[src/ppr_pkg.sv]
// ----------------------------------------------------------------------------
// ppr_pkg
// Shared types and constants for the polygon nearest point projection core.
// ----------------------------------------------------------------------------
package ppr_pkg;

  localparam int DEF_MAX_VERTICES = 256;
  localparam int FACTOR_FRAC_BITS = 16;
  localparam int FACTOR_W         = FACTOR_FRAC_BITS + 1;
  localparam int COORD_W          = 24;
  localparam int MUL_W            = 26;
  localparam int PROD_W           = 2 * MUL_W;
  localparam int SQ_W             = 50;
  localparam int ROOT_W           = SQ_W / 2;
  localparam int DSQ_W            = 51;
  localparam int PERIM_W          = 34;

  localparam logic [8:0] VCOUNT_RESET = 9'd4;

  localparam logic OP_LOAD  = 1'b0;
  localparam logic OP_QUERY = 1'b1;

  localparam logic ITER_DIV  = 1'b0;
  localparam logic ITER_SQRT = 1'b1;

  typedef struct packed {
    logic                       operation;
    logic [7:0]                 vertex_index;
    logic signed [COORD_W-1:0]  coord_x;
    logic signed [COORD_W-1:0]  coord_y;
  } in_t;

  typedef struct packed {
    logic                       found;
    logic [7:0]                 segment_index;
    logic [16:0]                segment_factor;
    logic [32:0]                perimeter_position;
    logic [24:0]                distance;
    logic signed [COORD_W-1:0]  near_x;
    logic signed [COORD_W-1:0]  near_y;
  } out_t;

  typedef struct packed {
    logic start;
    logic mode;
  } iter_req_t;

  typedef struct packed {
    logic              done;
    logic [ROOT_W-1:0] result;
  } iter_rsp_t;

endpackage

[src/ppr_mul.sv]
// ----------------------------------------------------------------------------
// ppr_mul
// Shared signed multiplier, product registered.
// ----------------------------------------------------------------------------
module ppr_mul (
  input  logic                                clk_i,
  input  logic signed [ppr_pkg::MUL_W-1:0]    a_i,
  input  logic signed [ppr_pkg::MUL_W-1:0]    b_i,
  output logic signed [ppr_pkg::PROD_W-1:0]   p_o
);

  logic signed [ppr_pkg::PROD_W-1:0] p_q;

  always_ff @(posedge clk_i) begin
    p_q <= a_i * b_i;
  end

  assign p_o = p_q;

endmodule

[config.mk]
export PLATFORM = sky130hd
export DESIGN_NAME = ppr_mul
export DESIGN_NICKNAME = d
export VERILOG_FILES = /design/src/ppr_pkg.sv /design/src/ppr_mul.sv
export SDC_FILE = /design/constraint.sdc
export NUM_CORES = 2
export LEC_CHECK = 0
export ABC_AREA = 1
export CORE_MARGIN = 3
export CORE_UTILIZATION = 25
export CTS_CLUSTER_DIAMETER = 120
export DETAILED_ROUTE_END_ITERATION = 8
export DONT_BUFFER_PORTS = 1
export PLACE_DENSITY = 0.49
export SLEW_MARGIN = 20
export SYNTH_ARGS = -nofsm -noshare
export SYNTH_HDL_FRONTEND = slang
export SYNTH_SLANG_ARGS = --single-unit
export TNS_END_PERCENT = 1
[constraint.sdc]
create_clock -name clk_i -period 8.7 [get_ports clk_i]
set_input_delay 0.87 -clock clk_i [delete_from_list [all_inputs] [get_ports clk_i]]
set_output_delay 0.87 -clock clk_i [all_outputs]
set_load 0.005 [all_outputs]
==> results by group <==
Run status
  • Status: finished clean

Place
  • RD Place Congestion: 0.878
  • PortBufs: 0
  • Final HPWL DP: 67000 um
  • Placed insts: 4746

Critical path
  • Cell mode on critical path: fa_1
  • Crit Path Class: in2reg
  • Slowest stage delay, CP: 710 ps
  • Crit path max-delay family: adder cells
  • Critical path data required time: 8890 ps
  • CP endpoint kind: register
  • Arrival time at the worst endpoint: 7320 ps
  • Maximum fanout along the worst path: 26
  • Crit path launch type: input pin
  • Crit path cell chain: nand2_1, inv_1, fa_1, fa_1, inv_1, fa_1, inv_1, fa_1, fa_1, fa_1, fa_1, ha_1, nand2_1, inv_1, nand3_1, nor3_1, nand3_1, nand4_1, nand2_1
  • Slowest stage cell, crit path: fa_1
  • CP bufs+invs: 4

CTS
  • Postcts setup bufs: 0
  • H-tree depth: 2
  • CTS tree: done
  • Clock sink total: 52
  • Root buf cell: clkbuf_16
  • Post-CTS sizing: 0
  • Clk slew on worst S/H paths: 80 ps
  • Hold_buf cts: 0
  • Cts bufs inserted: 5
  • CTS Buffer Depth: 2

STA
  • Hold Slack: 654 ps
  • Tmin final: 7130 ps
  • Final Hold Vio Count: 0
  • Rel. slew slack: 0.405
  • Period utilization: 0.819
  • RSZ-0062 raised after global routing: no
  • Final setup TNS: 0 ps
  • FMAX: 140 MHz
  • Pins over their slew limit: 0
  • Final setup violation count: 0
  • Least-Margin Pin Slew: 891 ps

Logic synthesis
  • Synthesis warning total: 0
  • Distinct cell type count after synthesis: 34
  • Avg Inst Size Synth: 7.84 um2
  • Net Count, Synth: 4404
  • Post-Syn Instances: 3495
  • FF+latch count, synth: 52
  • Synthesized area: 0.0274 mm2
  • Register area share after synthesis: 0.0380

Min path
  • Hold Crit Start: a_i[0]
  • Hold Path Stages: 2
  • Worst Hold End: p_o[0]$_DFF_P_
  • Worst hold-check path type: in2reg

GRT
  • Antenna violations before repair: 1
  • Total GRT Usage: 0.146
  • Largest net degree at the start of global routing: 27
  • Vias in the first global route: 22300
  • Grt ovf: 0
  • First-pass GRT wire length: 128000 um

Detailed routing
  • ANT nets after route: 0
  • Drt total wl: 78900 um
  • Initial drt markers: 1135
  • Vias: 20000
  • DRC: 0
  • Drt wl/cell: 16.6 um
  • DRT Pass-1 Iters: 6
  • Drt via density: 4.20

Floorplanning
  • Height of the die: 337 um
  • CORE AREA: 0.108 mm2
  • Die W: 337 um
  • I/O pin cnt: 105
  • Initial cell density of the core: 0.254
  • Row count: 120
  • Die Area: 0.114 mm2

Layout
  • Number of diodes: 0
  • P&R area growth vs syn: 4.92%
  • # fillers: 11900
  • Share of cells above drive strength 1: 0.0137
  • Max reg flops: 52
  • Nets: 4259
  • Fin cells: 4754

Run
  • Max-Cap Viols: 0
how the worst max path moves through the flow:
stage | to | slack (ps) | depth (start not counted) | from
after global routing | p_o[45]$_DFF_P_ | 1180 | 22 | b_i[2]
after global placement | p_o[41]$_DFF_P_ | 1320 | 19 | b_i[2]
after floorplan | p_o[47]$_DFF_P_ | 1680 | 24 | a_i[25]
after detailed placement | p_o[41]$_DFF_P_ | 1290 | 19 | a_i[25]
final | p_o[41]$_DFF_P_ | 1570 | 19 | a_i[25]
after CTS | p_o[41]$_DFF_P_ | 1580 | 19 | a_i[25]
metrics by stage:
step	utilization	cell area, um2	setup WS [ps]
after global placement	0.265	28600	1320
final	0.266	28700	1570
after CTS	0.266	28700	1580
after detailed placement	0.265	28600	1290
after floorplan	-	27400	1680
after global routing	0.266	28700	1180
cell families (layout without fill, tap and decap cells):
family / count (synthesis) / in the layout / synth area share
adder cells (fa/ha/maj): 856 / 856 / 0.586
buffers and inverters: 1299 / 1155 / 0.178
AO/OA/AOI/OAI: 96 / 96 / 0.0191
flip-flops: 52 / 52 / 0.0380
XOR/XNOR: 36 / 36 / 0.0115
AND/OR/NAND/NOR: 1156 / 1156 / 0.168
per-layer routing:
layer  vias to the layer above  wire, um  global-route usage  part of all wire
met2                       385     40000               0.264              0.51
met1                     10300     34000               0.188              0.43
met5                         -         0                   0                 0
met3                        67      3870              0.0202             0.049
li1                       9269         -                   -                 -
met4                         0      1080              0.0205             0.014
cell usage in the layout (no fill, tap or decap), types with 9 or more instances in the layout:
cell type  count
nor2_1        82
nand3_1       52
inv_1       1139
o21ai_0       18
ha_1         146
fa_1         710
nand4_1       19
xor2_1        28
dfxtp_1       52
o21bai_1      12
a21oi_1       56
nor2_2         9
nand2_1      958
synthesized netlist by cell type (all sizes together):
cell type | number | area share
clkinv | 2 | 0.00027
xor2 | 28 | 0.0090
or2 | 5 | 0.0011
ha | 146 | 0.067
fa | 710 | 0.52
nand3 | 55 | 0.011
nor3 | 10 | 0.0022
nor4 | 2 | 0.00069
nor2 | 91 | 0.013
a21oi | 59 | 0.011
clkbuf | 155 | 0.021
a21o | 1 | 0.00027
nand4 | 19 | 0.0043
xnor2 | 8 | 0.0026
and3 | 1 | 0.00023
dfxtp | 52 | 0.038
nand2b | 2 | 0.00046
nand2 | 966 | 0.13
o21bai | 12 | 0.0033
o21ai | 24 | 0.0044
and2 | 4 | 0.0010
inv | 1142 | 0.16
nor3b | 1 | 0.00046
final cells by class:
class / count / area, um2 / area share
Multi-Input combinational cell: 2144 / 21500 / 0.747
Inverter: 1144 / 4290 / 0.149
Tap cell: 1403 / 1760 / 0.0611
Sequential cell: 52 / 1040 / 0.0362
Clock buffer: 5 / 125 / 0.00435
Clock inverter: 3 / 25.0 / 0.000871
Timing Repair Buffer: 3 / 22.5 / 0.000784
Power is left out: the tool's default activity adds up to more than one toggle a clock period on the data nets, which glitch-free logic cannot reach.
