File: src/ppr_pkg.sv
// ----------------------------------------------------------------------------
// ppr_pkg
// Shared types and constants for the polygon nearest point projection core.
// ----------------------------------------------------------------------------
package ppr_pkg;

  localparam int DEF_MAX_VERTICES = 256;
  localparam int FACTOR_FRAC_BITS = 16;
  localparam int FACTOR_W         = FACTOR_FRAC_BITS + 1;
  localparam int COORD_W          = 24;
  localparam int MUL_W            = 26;
  localparam int PROD_W           = 2 * MUL_W;
  localparam int SQ_W             = 50;
  localparam int ROOT_W           = SQ_W / 2;
  localparam int DSQ_W            = 51;
  localparam int PERIM_W          = 34;

  localparam logic [8:0] VCOUNT_RESET = 9'd4;

  localparam logic OP_LOAD  = 1'b0;
  localparam logic OP_QUERY = 1'b1;

  localparam logic ITER_DIV  = 1'b0;
  localparam logic ITER_SQRT = 1'b1;

  typedef struct packed {
    logic                       operation;
    logic [7:0]                 vertex_index;
    logic signed [COORD_W-1:0]  coord_x;
    logic signed [COORD_W-1:0]  coord_y;
  } in_t;

  typedef struct packed {
    logic                       found;
    logic [7:0]                 segment_index;
    logic [16:0]                segment_factor;
    logic [32:0]                perimeter_position;
    logic [24:0]                distance;
    logic signed [COORD_W-1:0]  near_x;
    logic signed [COORD_W-1:0]  near_y;
  } out_t;

  typedef struct packed {
    logic start;
    logic mode;
  } iter_req_t;

  typedef struct packed {
    logic              done;
    logic [ROOT_W-1:0] result;
  } iter_rsp_t;

endpackage

File: src/ppr_iter.sv
// ----------------------------------------------------------------------------
// ppr_iter
// Bit-serial unit: restoring fraction divide or integer square root.
// ----------------------------------------------------------------------------
module ppr_iter (
  input  logic                         clk_i,
  input  logic                         rst_ni,
  input  ppr_pkg::iter_req_t           req_i,
  input  logic [ppr_pkg::SQ_W-1:0]     num_i,
  input  logic [ppr_pkg::SQ_W-1:0]     den_i,
  output ppr_pkg::iter_rsp_t           rsp_o
);

  localparam int RW = ppr_pkg::SQ_W + 2;
  localparam int NW = ppr_pkg::ROOT_W;

  logic                      busy_q, done_q, mode_q;
  logic [4:0]                cnt_q;
  logic [RW-1:0]             rem_q, rem_d;
  logic [ppr_pkg::SQ_W-1:0]  den_q, src_q;
  logic [NW-1:0]             root_q, root_d;
  logic [RW-1:0]             shifted, trial;

  always_comb begin
    rem_d  = rem_q;
    root_d = root_q;
    if (mode_q == ppr_pkg::ITER_DIV) begin
      shifted = {rem_q[RW-2:0], 1'b0};
      trial   = {2'b00, den_q};
    end else begin
      shifted = {rem_q[RW-3:0], src_q[ppr_pkg::SQ_W-1 -: 2]};
      trial   = RW'({root_q, 2'b01});
    end
    if (shifted >= trial) begin
      rem_d  = shifted - trial;
      root_d = {root_q[NW-2:0], 1'b1};
    end else begin
      rem_d  = shifted;
      root_d = {root_q[NW-2:0], 1'b0};
    end
  end

  always_ff @(posedge clk_i or negedge rst_ni) begin
    if (!rst_ni) begin
      busy_q <= 1'b0;
      done_q <= 1'b0;
    end else begin
      done_q <= busy_q && (cnt_q == 5'd0);
      if (req_i.start) begin
        busy_q <= 1'b1;
      end else if (busy_q && cnt_q == 5'd0) begin
        busy_q <= 1'b0;
      end
    end
  end

  always_ff @(posedge clk_i) begin
    if (req_i.start) begin
      mode_q <= req_i.mode;
      root_q <= '0;
      den_q  <= den_i;
      src_q  <= num_i;
      if (req_i.mode == ppr_pkg::ITER_DIV) begin
        rem_q <= {2'b00, num_i};
        cnt_q <= 5'(ppr_pkg::FACTOR_FRAC_BITS - 1);
      end else begin
        rem_q <= '0;
        cnt_q <= 5'(NW - 1);
      end
    end else if (busy_q) begin
      rem_q  <= rem_d;
      root_q <= root_d;
      src_q  <= {src_q[ppr_pkg::SQ_W-3:0], 2'b00};
      cnt_q  <= cnt_q - 5'd1;
    end
  end

  assign rsp_o.done   = done_q;
  assign rsp_o.result = root_q;

endmodule

File: config.mk
export PLATFORM = sky130hd
export DESIGN_NAME = ppr_iter
export DESIGN_NICKNAME = d
export VERILOG_FILES = /design/src/ppr_pkg.sv /design/src/ppr_iter.sv
export SDC_FILE = /design/constraint.sdc
export NUM_CORES = 1
export LEC_CHECK = 0
export CAP_MARGIN = 20
export CORE_MARGIN = 2
export CORE_UTILIZATION = 60
export CTS_CLUSTER_SIZE = 16
export DETAILED_ROUTE_END_ITERATION = 10
export DONT_BUFFER_PORTS = 1
export PLACE_DENSITY = 0.76
export REMOVE_ABC_BUFFERS = 1
export SETUP_SLACK_MARGIN = 0.2
export SLEW_MARGIN = 15
export SYNTH_ARGS = -nofsm -noshare
export SYNTH_HDL_FRONTEND = slang
export SYNTH_SLANG_ARGS = --single-unit
File: constraint.sdc
create_clock -name clk_i -period 8.7 [get_ports clk_i]
set_clock_uncertainty 0.1 [all_clocks]
set_input_delay 0.435 -clock clk_i [delete_from_list [all_inputs] [get_ports clk_i]]
set_output_delay 0.435 -clock clk_i [all_outputs]
set_load 0.1 [all_outputs]
==> results of run 1 <==
[cells in the mapped netlist (21+ instances only)]
cell type / n
mux2_2: 98
inv_1: 21
dfxtp_1: 25
edfxtp_1: 157
ha_1: 51
mux2i_1: 72
a21oi_1: 83
nand2_1: 82
clkbuf_1: 44
nand2b_1: 30
a21o_1: 33
nor2_1: 80
xnor2_1: 27
buf_4: 26
o21ai_0: 58
[stage by stage]
| step | util [%] | total power, mW |
|---|---|---|
| finish | 66.25 | 4.587 |
| global route | 66.25 | 4.927 |
| CTS | 66.01 | 4.564 |
| detailed placement | 60.54 | 3.813 |
| global placement | 60.54 | 3.772 |
| floorplan | - | 3.302 |
[sequential cells by signal (all words and copies together), names as in the netlist]
signal and flops:
busy_q 1, root_q 25, rem_q 51, den_q 50, done_q 1, cnt_q 5
mode_q 1, src_q 50
[layer usage]
metal,vias up,wire (um),global-route usage [%]
met5,-,0,0
li1,4081,-,-
met3,28,1555,5.364
met4,0,370,6.708
met2,258,13890,46.32
met1,4175,12050,35.45
[area by class of cell]
class                   instances  area (um^2)  share of cell area (%)
clock buffers                  21        450.4                   3.516
clock inverters                11        76.32                  0.5958
inverters                      21        78.83                  0.6154
multi-input cells             813         5984                   46.72
flip-flops and latches        184         5265                   41.10
well taps                     265        331.6                   2.588
repair buffers                 62        623.1                   4.864
[power by group through the flow]
stage	combinational [mW]	sequential, mW	clock (mW)
6_report	2.57	1.31	0.710
5_1_grt	2.85	1.32	0.754
4_1_cts	2.54	1.31	0.721
3_5_place_dp	2.49	1.32	0
3_3_place_gp	2.45	1.32	0
2_1_floorplan	2.01	1.30	0
[critical path, delay by kind of cell (launching register included)]
| family | cells | cell delay [ns] |
|---|---|---|
| AO/OA/AOI/OAI | 5 | 1.84 |
| buffers and inverters | 2 | 1.23 |
| AND/OR/NAND/NOR | 3 | 0.57 |
| multiplexers | 1 | 0.44 |
| adder cells (fa/ha/maj) | 1 | 0.37 |
| flip-flops | 1 | 0.36 |
[cell usage in the layout (no fill, tap or decap), drive strengths merged, types with 9 or more instances in the layout]
cell type    synthesis  final
mux2i               72     72
o21ai               63     63
clkbuf              44     21
dlygate4sd3          0     55
a21o                33     33
a31oi                9      9
nand4               16     16
nor3                10     10
and3                 9      9
nand3               14     14
dfxtp               25     25
nand2               82     82
inv                 21     24
mux2                99     99
a21oi               83     83
o21bai              11     11
a22o                15     15
nor2                80     80
xor2                15     15
ha                  51     51
xnor2               27     27
nand2b              30     30
edfxtp             157    157
[worst max-delay path by stage]
stage / from / to / cells past startpoint
global route: mode_q$_DFFE_PP_ / rem_q[0]$_DFFE_PP_ / 12
detailed placement: mode_q$_DFFE_PP_ / rem_q[0]$_DFFE_PP_ / 12
finish: mode_q$_DFFE_PP_ / rem_q[0]$_DFFE_PP_ / 12
global placement: mode_q$_DFFE_PP_ / rem_q[43]$_DFFE_PP_ / 11
CTS: mode_q$_DFFE_PP_ / rem_q[0]$_DFFE_PP_ / 12
floorplan: mode_q$_DFFE_PP_ / rem_q[50]$_SDFFCE_PP0P_ / 10
[kinds of logic (layout without fill, tap and decap cells)]
family | after synthesis | count (layout) | synth area share [%]
compound gates | 278 | 278 | 15.48
flops | 184 | 184 | 44.79
xor+xnor | 42 | 42 | 3.129
fa+ha+maj | 52 | 52 | 5.599
simple gates | 270 | 270 | 10.87
mux | 171 | 171 | 15.61
buf+inv | 111 | 115 | 4.524
[repair_timing]
action                     CTS  global route
setup endpoints to repair    0             0
hold endpoints to repair    67             3
hold buffers                53             2
==> key figures, run 1 <==
STA
  • Worst slew pin tran: 1.101 ns
  • Relative slew slack: 26.50%
  • TNS Setup: 0 ns
  • Final worst slack: 3.470 ns
  • Min Hold Slack: 0.05421 ns
  • RSZ-0062 raised after global routing: false
  • # setup viols final: 0
  • Max Clk Rate: 191.2 MHz
  • Period utilization: 60.11%
  • Final hold vios: 0
  • Final Max Slew Viols: 0
  • Crit path time final: 5.230 ns

Routing
  • Total number of vias: 8542
  • DRT iter0 DRCs: 615
  • Routed Antenna Nets: 0
  • Post-DR wirelength/cell: 20.24 um
  • Drt total wl: 27.86 mm
  • Drt first pass iters: 8
  • DR vias/cell: 6.203
  • DRC violations left: 0

Synthesis
  • Mapped cell area: 11760 um^2
  • Yosys reg bits: 184
  • Distinct cell type count after synthesis: 72
  • Sequential-to-total area share from yosys stat: 44.79%
  • Most area-consuming cells after synthesis: edfxtp_1, mux2_2, mux2i_1
  • Synth top area share: 40.11%
  • Yosys top cell by area: edfxtp_1
  • Post-synth EDFFs: 157
  • FFs w/ async S/R, synth: 1.087%
  • Cells after synthesis: 1108
  • Synth warn: 0
  • Main synth FF type: edfxtp_1
  • Synth Area per Inst: 10.61 um^2

GRT
  • First-pass GRT wire length: 43.50 mm
  • Pin count of the biggest net entering global routing: 151
  • Total gr overflow: 0
  • Initial antenna violation count: 0
  • Number of global-route vias before repair: 8398
  • Total GRT Usage: 27.04%

CTS
  • # resized after CTS: 0
  • Bufs on Longest Clock Path: 2
  • Clk root buf: clkbuf_16
  • Skew-Pair Late Insertion Delay: 0.44 ns
  • Max H-tree Level: 4
  • # Post-CTS Setup Buffers: 0
  • CTS tree: done
  • Num CTS Buffers: 17
  • Sink Count: 184
  • Clk slew on worst S/H paths: 0.07 ns

Setup path
  • Maximum fanout along the worst path: 63
  • FF-to-FF path depth: 12
  • Flop-to-flop setup slack: 3.47 ns
  • Worst EP required: 8.78 ns
  • CP peak stage delay: 0.68 ns
  • FF-to-FF Start: mode_q$_DFFE_PP_
  • CP most frequent cell: buf_4
  • CP Class: register to register
  • R2R Path End: rem_q[0]$_DFFE_PP_
  • CP max-delay cell: buf_4
  • Critical Path Source Type: register
  • Crit. End Element: register
  • Crit path arrival time: 5.31 ns
  • Cell Chain, Critical Path: buf_4, mux2_2, ha_1, and3_1, nand4_1, o211ai_1, a221o_1, nand2_1, a21oi_4, buf_4, o21ai_0, a22o_1

Floorplanning
  • Die Wd: 144.0 um
  • Num rows: 51
  • Initial Util: 60.80%
  • I/O pin cnt: 130
  • Core footprint: 19330 um^2
  • Die area: 20730 um^2
  • Height of the chip: 144.0 um

Worst hold path
  • WHS Path Cells: 0
  • Hold path startpoint: req_i[1]
  • Hold crit path type: input port to register
  • Endpoint, Worst Hold: den_q[28]$_DFFE_PP_

Final layout
  • Post-Layout Cell Count: 1377
  • Filler Cell Count: 1485
  • Final net count: 1255
  • Post-route cell area: 12810 um^2
  • Area Growth Syn to Fin: 8.973%
  • Share of cells above drive strength 1: 13.13%
  • Inserted Diodes: 0

Pwr
  • Pwr dens: 358.0 nW/um^2
  • Power share of the clock group: 15.5%
  • Gate power share: 56.0%
  • Peak VDD IR: 0.1894 mV
  • Power share of the sequential group: 28.5%
  • Internal power: 2.651 mW
  • NetSw: 1.936 mW
  • Sw frac: 42.21%
  • Leakage: 5.244 nW

Placement
  • Inst Count DP: 1289
  • Final HPWL DP: 18.53 mm
  • Placed cell area: 11710 um^2
  • Port Buf Inserts: 0
  • Pre-CTS worst setup slack: 3.538 ns
  • Placer's final routability congestion estimate: 0.9377

Outcome
  • Status: finished, final reports clean

Run
  • Max Cap Viol: 0
Note: power is estimated with default switching activity, not from simulation.
==> inputs of run 2 (changes only) <==
ABC_AREA = 1   (was unset)
CORE_UTILIZATION = 59   (was 60)
PLACE_DENSITY = 0.78   (was 0.76)
clock period = 4.6 ns   (was 8.7 ns; I/O delays follow)
==> key figures, run 2 <==
Synthesis
  • Post-synth EDFFs: 157
  • Most area-consuming cells after synthesis: edfxtp_1, nand2_1, inv_1
  • Cells after synthesis: 1959
  • Yosys top cell by area: edfxtp_1
  • Synth warn: 0
  • Top-count cell post-synth: nand2_1
  • Main synth FF type: edfxtp_1
  • FFs w/ async S/R, synth: 1.087%
  • Synth top area share: 35.20%
  • Mapped cell area: 13390 um^2
  • Synth Area per Inst: 6.837 um^2
  • Yosys reg bits: 184
  • Distinct cell type count after synthesis: 35
  • Sequential-to-total area share from yosys stat: 39.31%
  • Commonest cells post-synth: nand2_1, inv_1, edfxtp_1, nand3_1, nor2_1

STA
  • Final hold vios: 0
  • RSZ-0062 raised after global routing: false
  • Worst slew pin tran: 1.055 ns
  • Relative slew slack: 29.64%
  • Crit path time final: 4.234 ns
  • Period utilization: 92.04%
  • # setup viols final: 0
  • Final worst slack: 0.3662 ns
  • TNS Setup: 0 ns
  • Min Hold Slack: 0.1023 ns
  • Max Clk Rate: 236.2 MHz
  • Final Max Slew Viols: 0

CTS
  • Sink Count: 184
  • Bufs on Longest Clock Path: 2
  • Clk root buf: clkbuf_16
  • Clk slew on worst S/H paths: 0.09 ns
  • Skew-Pair Late Insertion Delay: 0.45 ns
  • CTS tree: done
  • Max H-tree Level: 4
  • Num CTS Buffers: 17
  • # Post-CTS Setup Buffers: 0

Floorplanning
  • Die Wd: 154.7 um
  • Height of the chip: 154.7 um
  • Initial Util: 59.70%
  • I/O pin cnt: 130
  • Num rows: 55
  • Core footprint: 22430 um^2
  • Die area: 23920 um^2

Placement
  • Final HPWL DP: 30.70 mm
  • Port Buf Inserts: 0
  • Inst Count DP: 2191
  • Pre-CTS worst setup slack: 0.6925 ns
  • Placer's final routability congestion estimate: 1.016

Final layout
  • Most flops, register: rem_q
  • Final net count: 2186
  • Most frequent cells in the layout: nand2_1, inv_1, edfxtp_1
  • Share of cells above drive strength 1: 6.951%
  • Inserted Diodes: 0
  • Commonest non-fill, non-tap cell in the layout: nand2_1
  • Top flop regs: rem_q x51, den_q x50, src_q x50
  • Max reg flops: 51
  • Post-Layout Cell Count: 2328
  • Area Growth Syn to Fin: 14.47%

Routing
  • Post-DR wirelength/cell: 18.84 um
  • Routed Antenna Nets: 0
  • Drt first pass iters: 5
  • M1 WL: 18.91 mm
  • DRT iter0 DRCs: 1346
  • DRC violations left: 0
  • Total number of vias: 13111
  • Detailed route wirelength on metal3: 4.081 mm
  • DR vias/cell: 5.632
  • DR top layer: met5
  • Drt total wl: 43.86 mm
  • Routed wl met2: 19.96 mm

Setup path
  • Crit path arrival time: 4.33 ns
  • Critical Path Source Type: register
  • Maximum fanout along the worst path: 103
  • Worst EP required: 4.70 ns
  • Crit. End Element: register
  • CP Class: register to register

GRT
  • Total GRT Usage: 37.24%
  • Initial antenna violation count: 1
  • Pin count of the biggest net entering global routing: 107
  • Total gr overflow: 0
  • First-pass GRT wire length: 68.11 mm
  • Number of global-route vias before repair: 12760

Worst hold path
  • Hold crit path type: input port to register

Run
  • Max Cap Viol: 0

Pwr
  • Peak VDD IR: 0.3237 mV
  • Leakage: 7.818 nW
  • Pwr Total: 8.615 mW
  • Pwr dens: 561.9 nW/um^2

Outcome
  • Status: finished, final reports clean
[run 2: worst max-delay path, cell delays in order, from the launching register on]
cell and delay (ns):
edfxtp_1 0.39, buf_4 0.68, o21ai_0 0.36, ha_1 0.44, nand2_1 0.14, nor2_1 0.40, nand2_1 0.23, nor2_1 0.21
inv_1 0.06, nor2_1 0.28, nand2_1 0.15, nand4_1 0.13, nand3_1 0.09, nand3_1 0.08, nand2_1 0.06
[run 2: where the power goes]
group	internal, mW	total (mW)	switching [mW]
sequential	2.21	2.36	0.148
clock	0.760	1.59	0.833
combinational	1.54	4.66	3.12
[run 2: per-stage QoR]
| stage | cell area, um^2 | util [%] |
|---|---|---|
| global placement | 13640 | 60.79 |
| global route | 15330 | 68.34 |
| CTS | 15330 | 68.34 |
| detailed placement | 13640 | 60.79 |
| floorplan | 12930 | - |
| finish | 15330 | 68.34 |
[run 2: area by class of cell]
class                           count  area [um^2]
Multi-Input combinational cell   1343         6404
Sequential cell                   184         5265
Clock buffer                       17        425.4
Clock inverter                     15        201.4
Timing Repair Buffer              142         1396
Fill cell                        1873         7102
Tap cell                          285        356.6
Inverter                          342         1284
[run 2: final timing paths]
path	start	end	slack, ns	depth (start not counted)
max	mode_q$_DFFE_PP_	rem_q[46]$_DFFE_PP_	0.37	14
min	req_i[0]	rem_q[4]$_DFFE_PP_	0.10	3
max reg2reg	mode_q$_DFFE_PP_	rem_q[46]$_DFFE_PP_	0.37	14
min reg2reg	src_q[32]$_DFFE_PP_	src_q[34]$_DFFE_PP_	0.42	2
max in group asynchronous	rst_ni	busy_q$_DFFE_PN0P_	3.83	2
min in group asynchronous	rst_ni	done_q$_DFF_PN0_	0.45	2
[run 2: cells by family (layout without fill, tap and decap cells)]
family	Yosys count	count (layout)	synth area share, %
fa+ha+maj	52	52	4.914
buf+inv	432	516	13.05
flops	184	184	39.31
compound gates	147	147	5.894
xor+xnor	26	26	1.700
simple gates	1118	1118	35.13
[run 2: repair_timing]
action / in CTS / in global routing
gates resized for setup: 0 / 0
hold buffers: 105 / 0
endpoints found under the hold margin: 209 / 0
[run 2: routing by layer]
layer | track usage [%] | vias to the layer above
met5 | 0 | -
li1 | - | 6306
met2 | 60.48 | 680
met3 | 7.649 | 77
met4 | 10.54 | 2
met1 | 50.83 | 6046
==> inputs of run 3 (changes only) <==
CORE_MARGIN = 4   (was 2)
CORE_UTILIZATION = 26   (was 59)
PLACE_DENSITY = unset   (was 0.78)
==> key figures, run 3 (synthesis gave the netlist of run 2 again) <==
Outcome
  • Status: finished, final reports clean

Routing
  • DR vias/cell: 4.534
  • DRC violations left: 0
  • Routed Antenna Nets: 0
  • Post-DR wirelength/cell: 16.45 um
  • Drt total wl: 44.72 mm
  • DRT iter0 DRCs: 839
  • Total number of vias: 12327
  • Drt first pass iters: 5

STA
  • Final hold vios: 0
  • RSZ-0062 raised after global routing: false
  • TNS Setup: 0 ns
  • Max Clk Rate: 254.4 MHz
  • Final Max Slew Viols: 0
  • # setup viols final: 0
  • Crit path time final: 3.930 ns
  • Worst slew pin tran: 1.080 ns
  • Final worst slack: 0.6697 ns
  • Relative slew slack: 28.03%
  • Period utilization: 85.44%

Final layout
  • Max reg flops: 51
  • Area Growth Syn to Fin: 17.61%
  • Most flops, register: rem_q
  • Final net count: 2189
  • Top flop regs: rem_q x51, den_q x50, src_q x50
  • Most frequent cells in the layout: nand2_1, inv_1, edfxtp_1
  • Share of cells above drive strength 1: 6.891%
  • Commonest non-fill, non-tap cell in the layout: nand2_1

Floorplanning
  • Initial Util: 26.48%
  • Die area: 55210 um^2
  • I/O pin cnt: 130
  • Die Wd: 235.0 um
  • Height of the chip: 235.0 um
  • Core footprint: 50580 um^2
  • Num rows: 82

CTS
  • Num CTS Buffers: 17
  • Bufs on Longest Clock Path: 2
  • Skew-Pair Late Insertion Delay: 0.50 ns
  • Sink Count: 184
  • Clk root buf: clkbuf_16
  • CTS tree: done
  • # resized after CTS: 0
  • Max H-tree Level: 4
  • Clk slew on worst S/H paths: 0.07 ns

Setup path
  • CP Class: register to register
  • Critical Path Source Type: register
  • Crit. End Element: register
  • Maximum fanout along the worst path: 27
  • FF-to-FF Start: mode_q$_DFFE_PP_
  • Worst Setup SP: mode_q$_DFFE_PP_
  • Worst EP required: 4.75 ns
  • Crit path arrival time: 4.08 ns

Pwr
  • Gate power share: 54.5%
  • NetSw: 3.858 mW
  • Power share of the clock group: 17.2%
  • Power share of the sequential group: 28.3%
  • Internal power: 4.468 mW
  • Pwr dens: 528.6 nW/um^2
  • Sw frac: 46.33%
  • Peak VDD IR: 0.3320 mV
  • Pwr Total: 8.326 mW
  • Leakage: 7.786 nW

GRT
  • Busiest grt layer: met2
  • Pin count of the biggest net entering global routing: 108
  • Total gr overflow: 0
  • Number of global-route vias before repair: 12249
  • First-pass GRT wire length: 70.19 mm
  • Total GRT Usage: 16.22%
  • Grt met3 use: 3.295%
  • GRT met1 Usage: 21.61%
  • GR Layer Usage met2: 26.88%
  • Initial antenna violation count: 2

Placement
  • Pre-CTS worst setup slack: 0.6916 ns
  • Final HPWL DP: 34.48 mm
  • Port Buf Inserts: 0
  • Placer's final routability congestion estimate: 0.9351

Worst hold path
  • Hold path startpoint: req_i[1]
  • Hold crit path type: input port to register

Run
  • Max Cap Viol: 0
[run 3: changes by cell type in the layout (fill, tap and decap cells not counted), sizes merged]
cell	previous run	this run
clkbuf	17	22
buf	38	41
clkinvlp	0	1
clkinv	7	6
inv	350	345
diode	0	1
[run 3: final cells by class]
class / instances / area, um^2
flip-flops and latches: 184 / 5265
multi-input cells: 1343 / 6404
repair buffers: 145 / 1406
clock buffers: 22 / 465.4
clock inverters: 10 / 85.08
fillers: 5499 / 34830
inverters: 342 / 1284
well taps: 672 / 840.8
diodes: 1 / 2.502
[run 3: power by group through the flow]
stage	logic [mW]	registers (mW)	clock network [mW]
2_1_floorplan	3.13	2.38	0
3_3_place_gp	4.42	2.38	0
3_5_place_dp	4.43	2.38	0
4_1_cts	4.56	2.35	1.49
5_1_grt	5.17	2.39	1.55
6_report	4.54	2.35	1.44
[run 3: critical path, stage by stage (launching register included)]
cell and delay [ns]:
edfxtp_1 0.41, inv_2 0.20, buf_4 0.27, or2_2 0.29, o21ai_0 0.08, buf_4 0.17, inv_1 0.05, ha_1 0.40
nand2_1 0.11, inv_1 0.09, nand2_1 0.12, nor2_2 0.20, nand2_1 0.09, nor3_1 0.13, nand2_1 0.10, nand3_2 0.09
buf_4 0.35, nand3_1 0.23, nand3_1 0.13, nand2_1 0.05
[run 3: layer usage]
layer / vias up / share of wire, %
met1: 5727 / 47
met4: 0 / 1.6
met3: 30 / 4.7
met5: - / 0
met2: 266 / 46
li1: 6304 / -
[run 3: path summary, 6_finish.rpt]
kind                       cells after the start                   to  slack [ns]
min in group asynchronous                      2     done_q$_DFF_PN0_        0.42
hold / removal                                 1  den_q[48]$_DFFE_PP_        0.05
setup / recovery                              19  rem_q[41]$_DFFE_PP_        0.67
setup reg to reg                              19  rem_q[41]$_DFFE_PP_        0.67
max in group asynchronous                      2   busy_q$_DFFE_PN0P_        3.86
hold reg to reg                                2  src_q[20]$_DFFE_PP_        0.42
[run 3: through the flow]
| stage | cell area [um^2] | util (%) | hold slack, ns | std cells |
|---|---|---|---|---|
| after floorplan | 12930 | - | -0.1656 | 1869 |
| after CTS | 15750 | 31.14 | 0.1048 | 2718 |
| final | 15750 | 31.14 | 0.04620 | 2719 |
| after global placement | 14130 | 27.94 | -0.1655 | 2581 |
| after global routing | 15750 | 31.14 | 0.1265 | 2719 |
| after detailed placement | 14130 | 27.94 | -0.1655 | 2581 |
[run 3: timing repair]
action / 4_1_cts / 5_1_grt
hold buffers: 105 / 0
endpoints found under the hold margin: 210 / 0
buffers inserted: 0 / 0
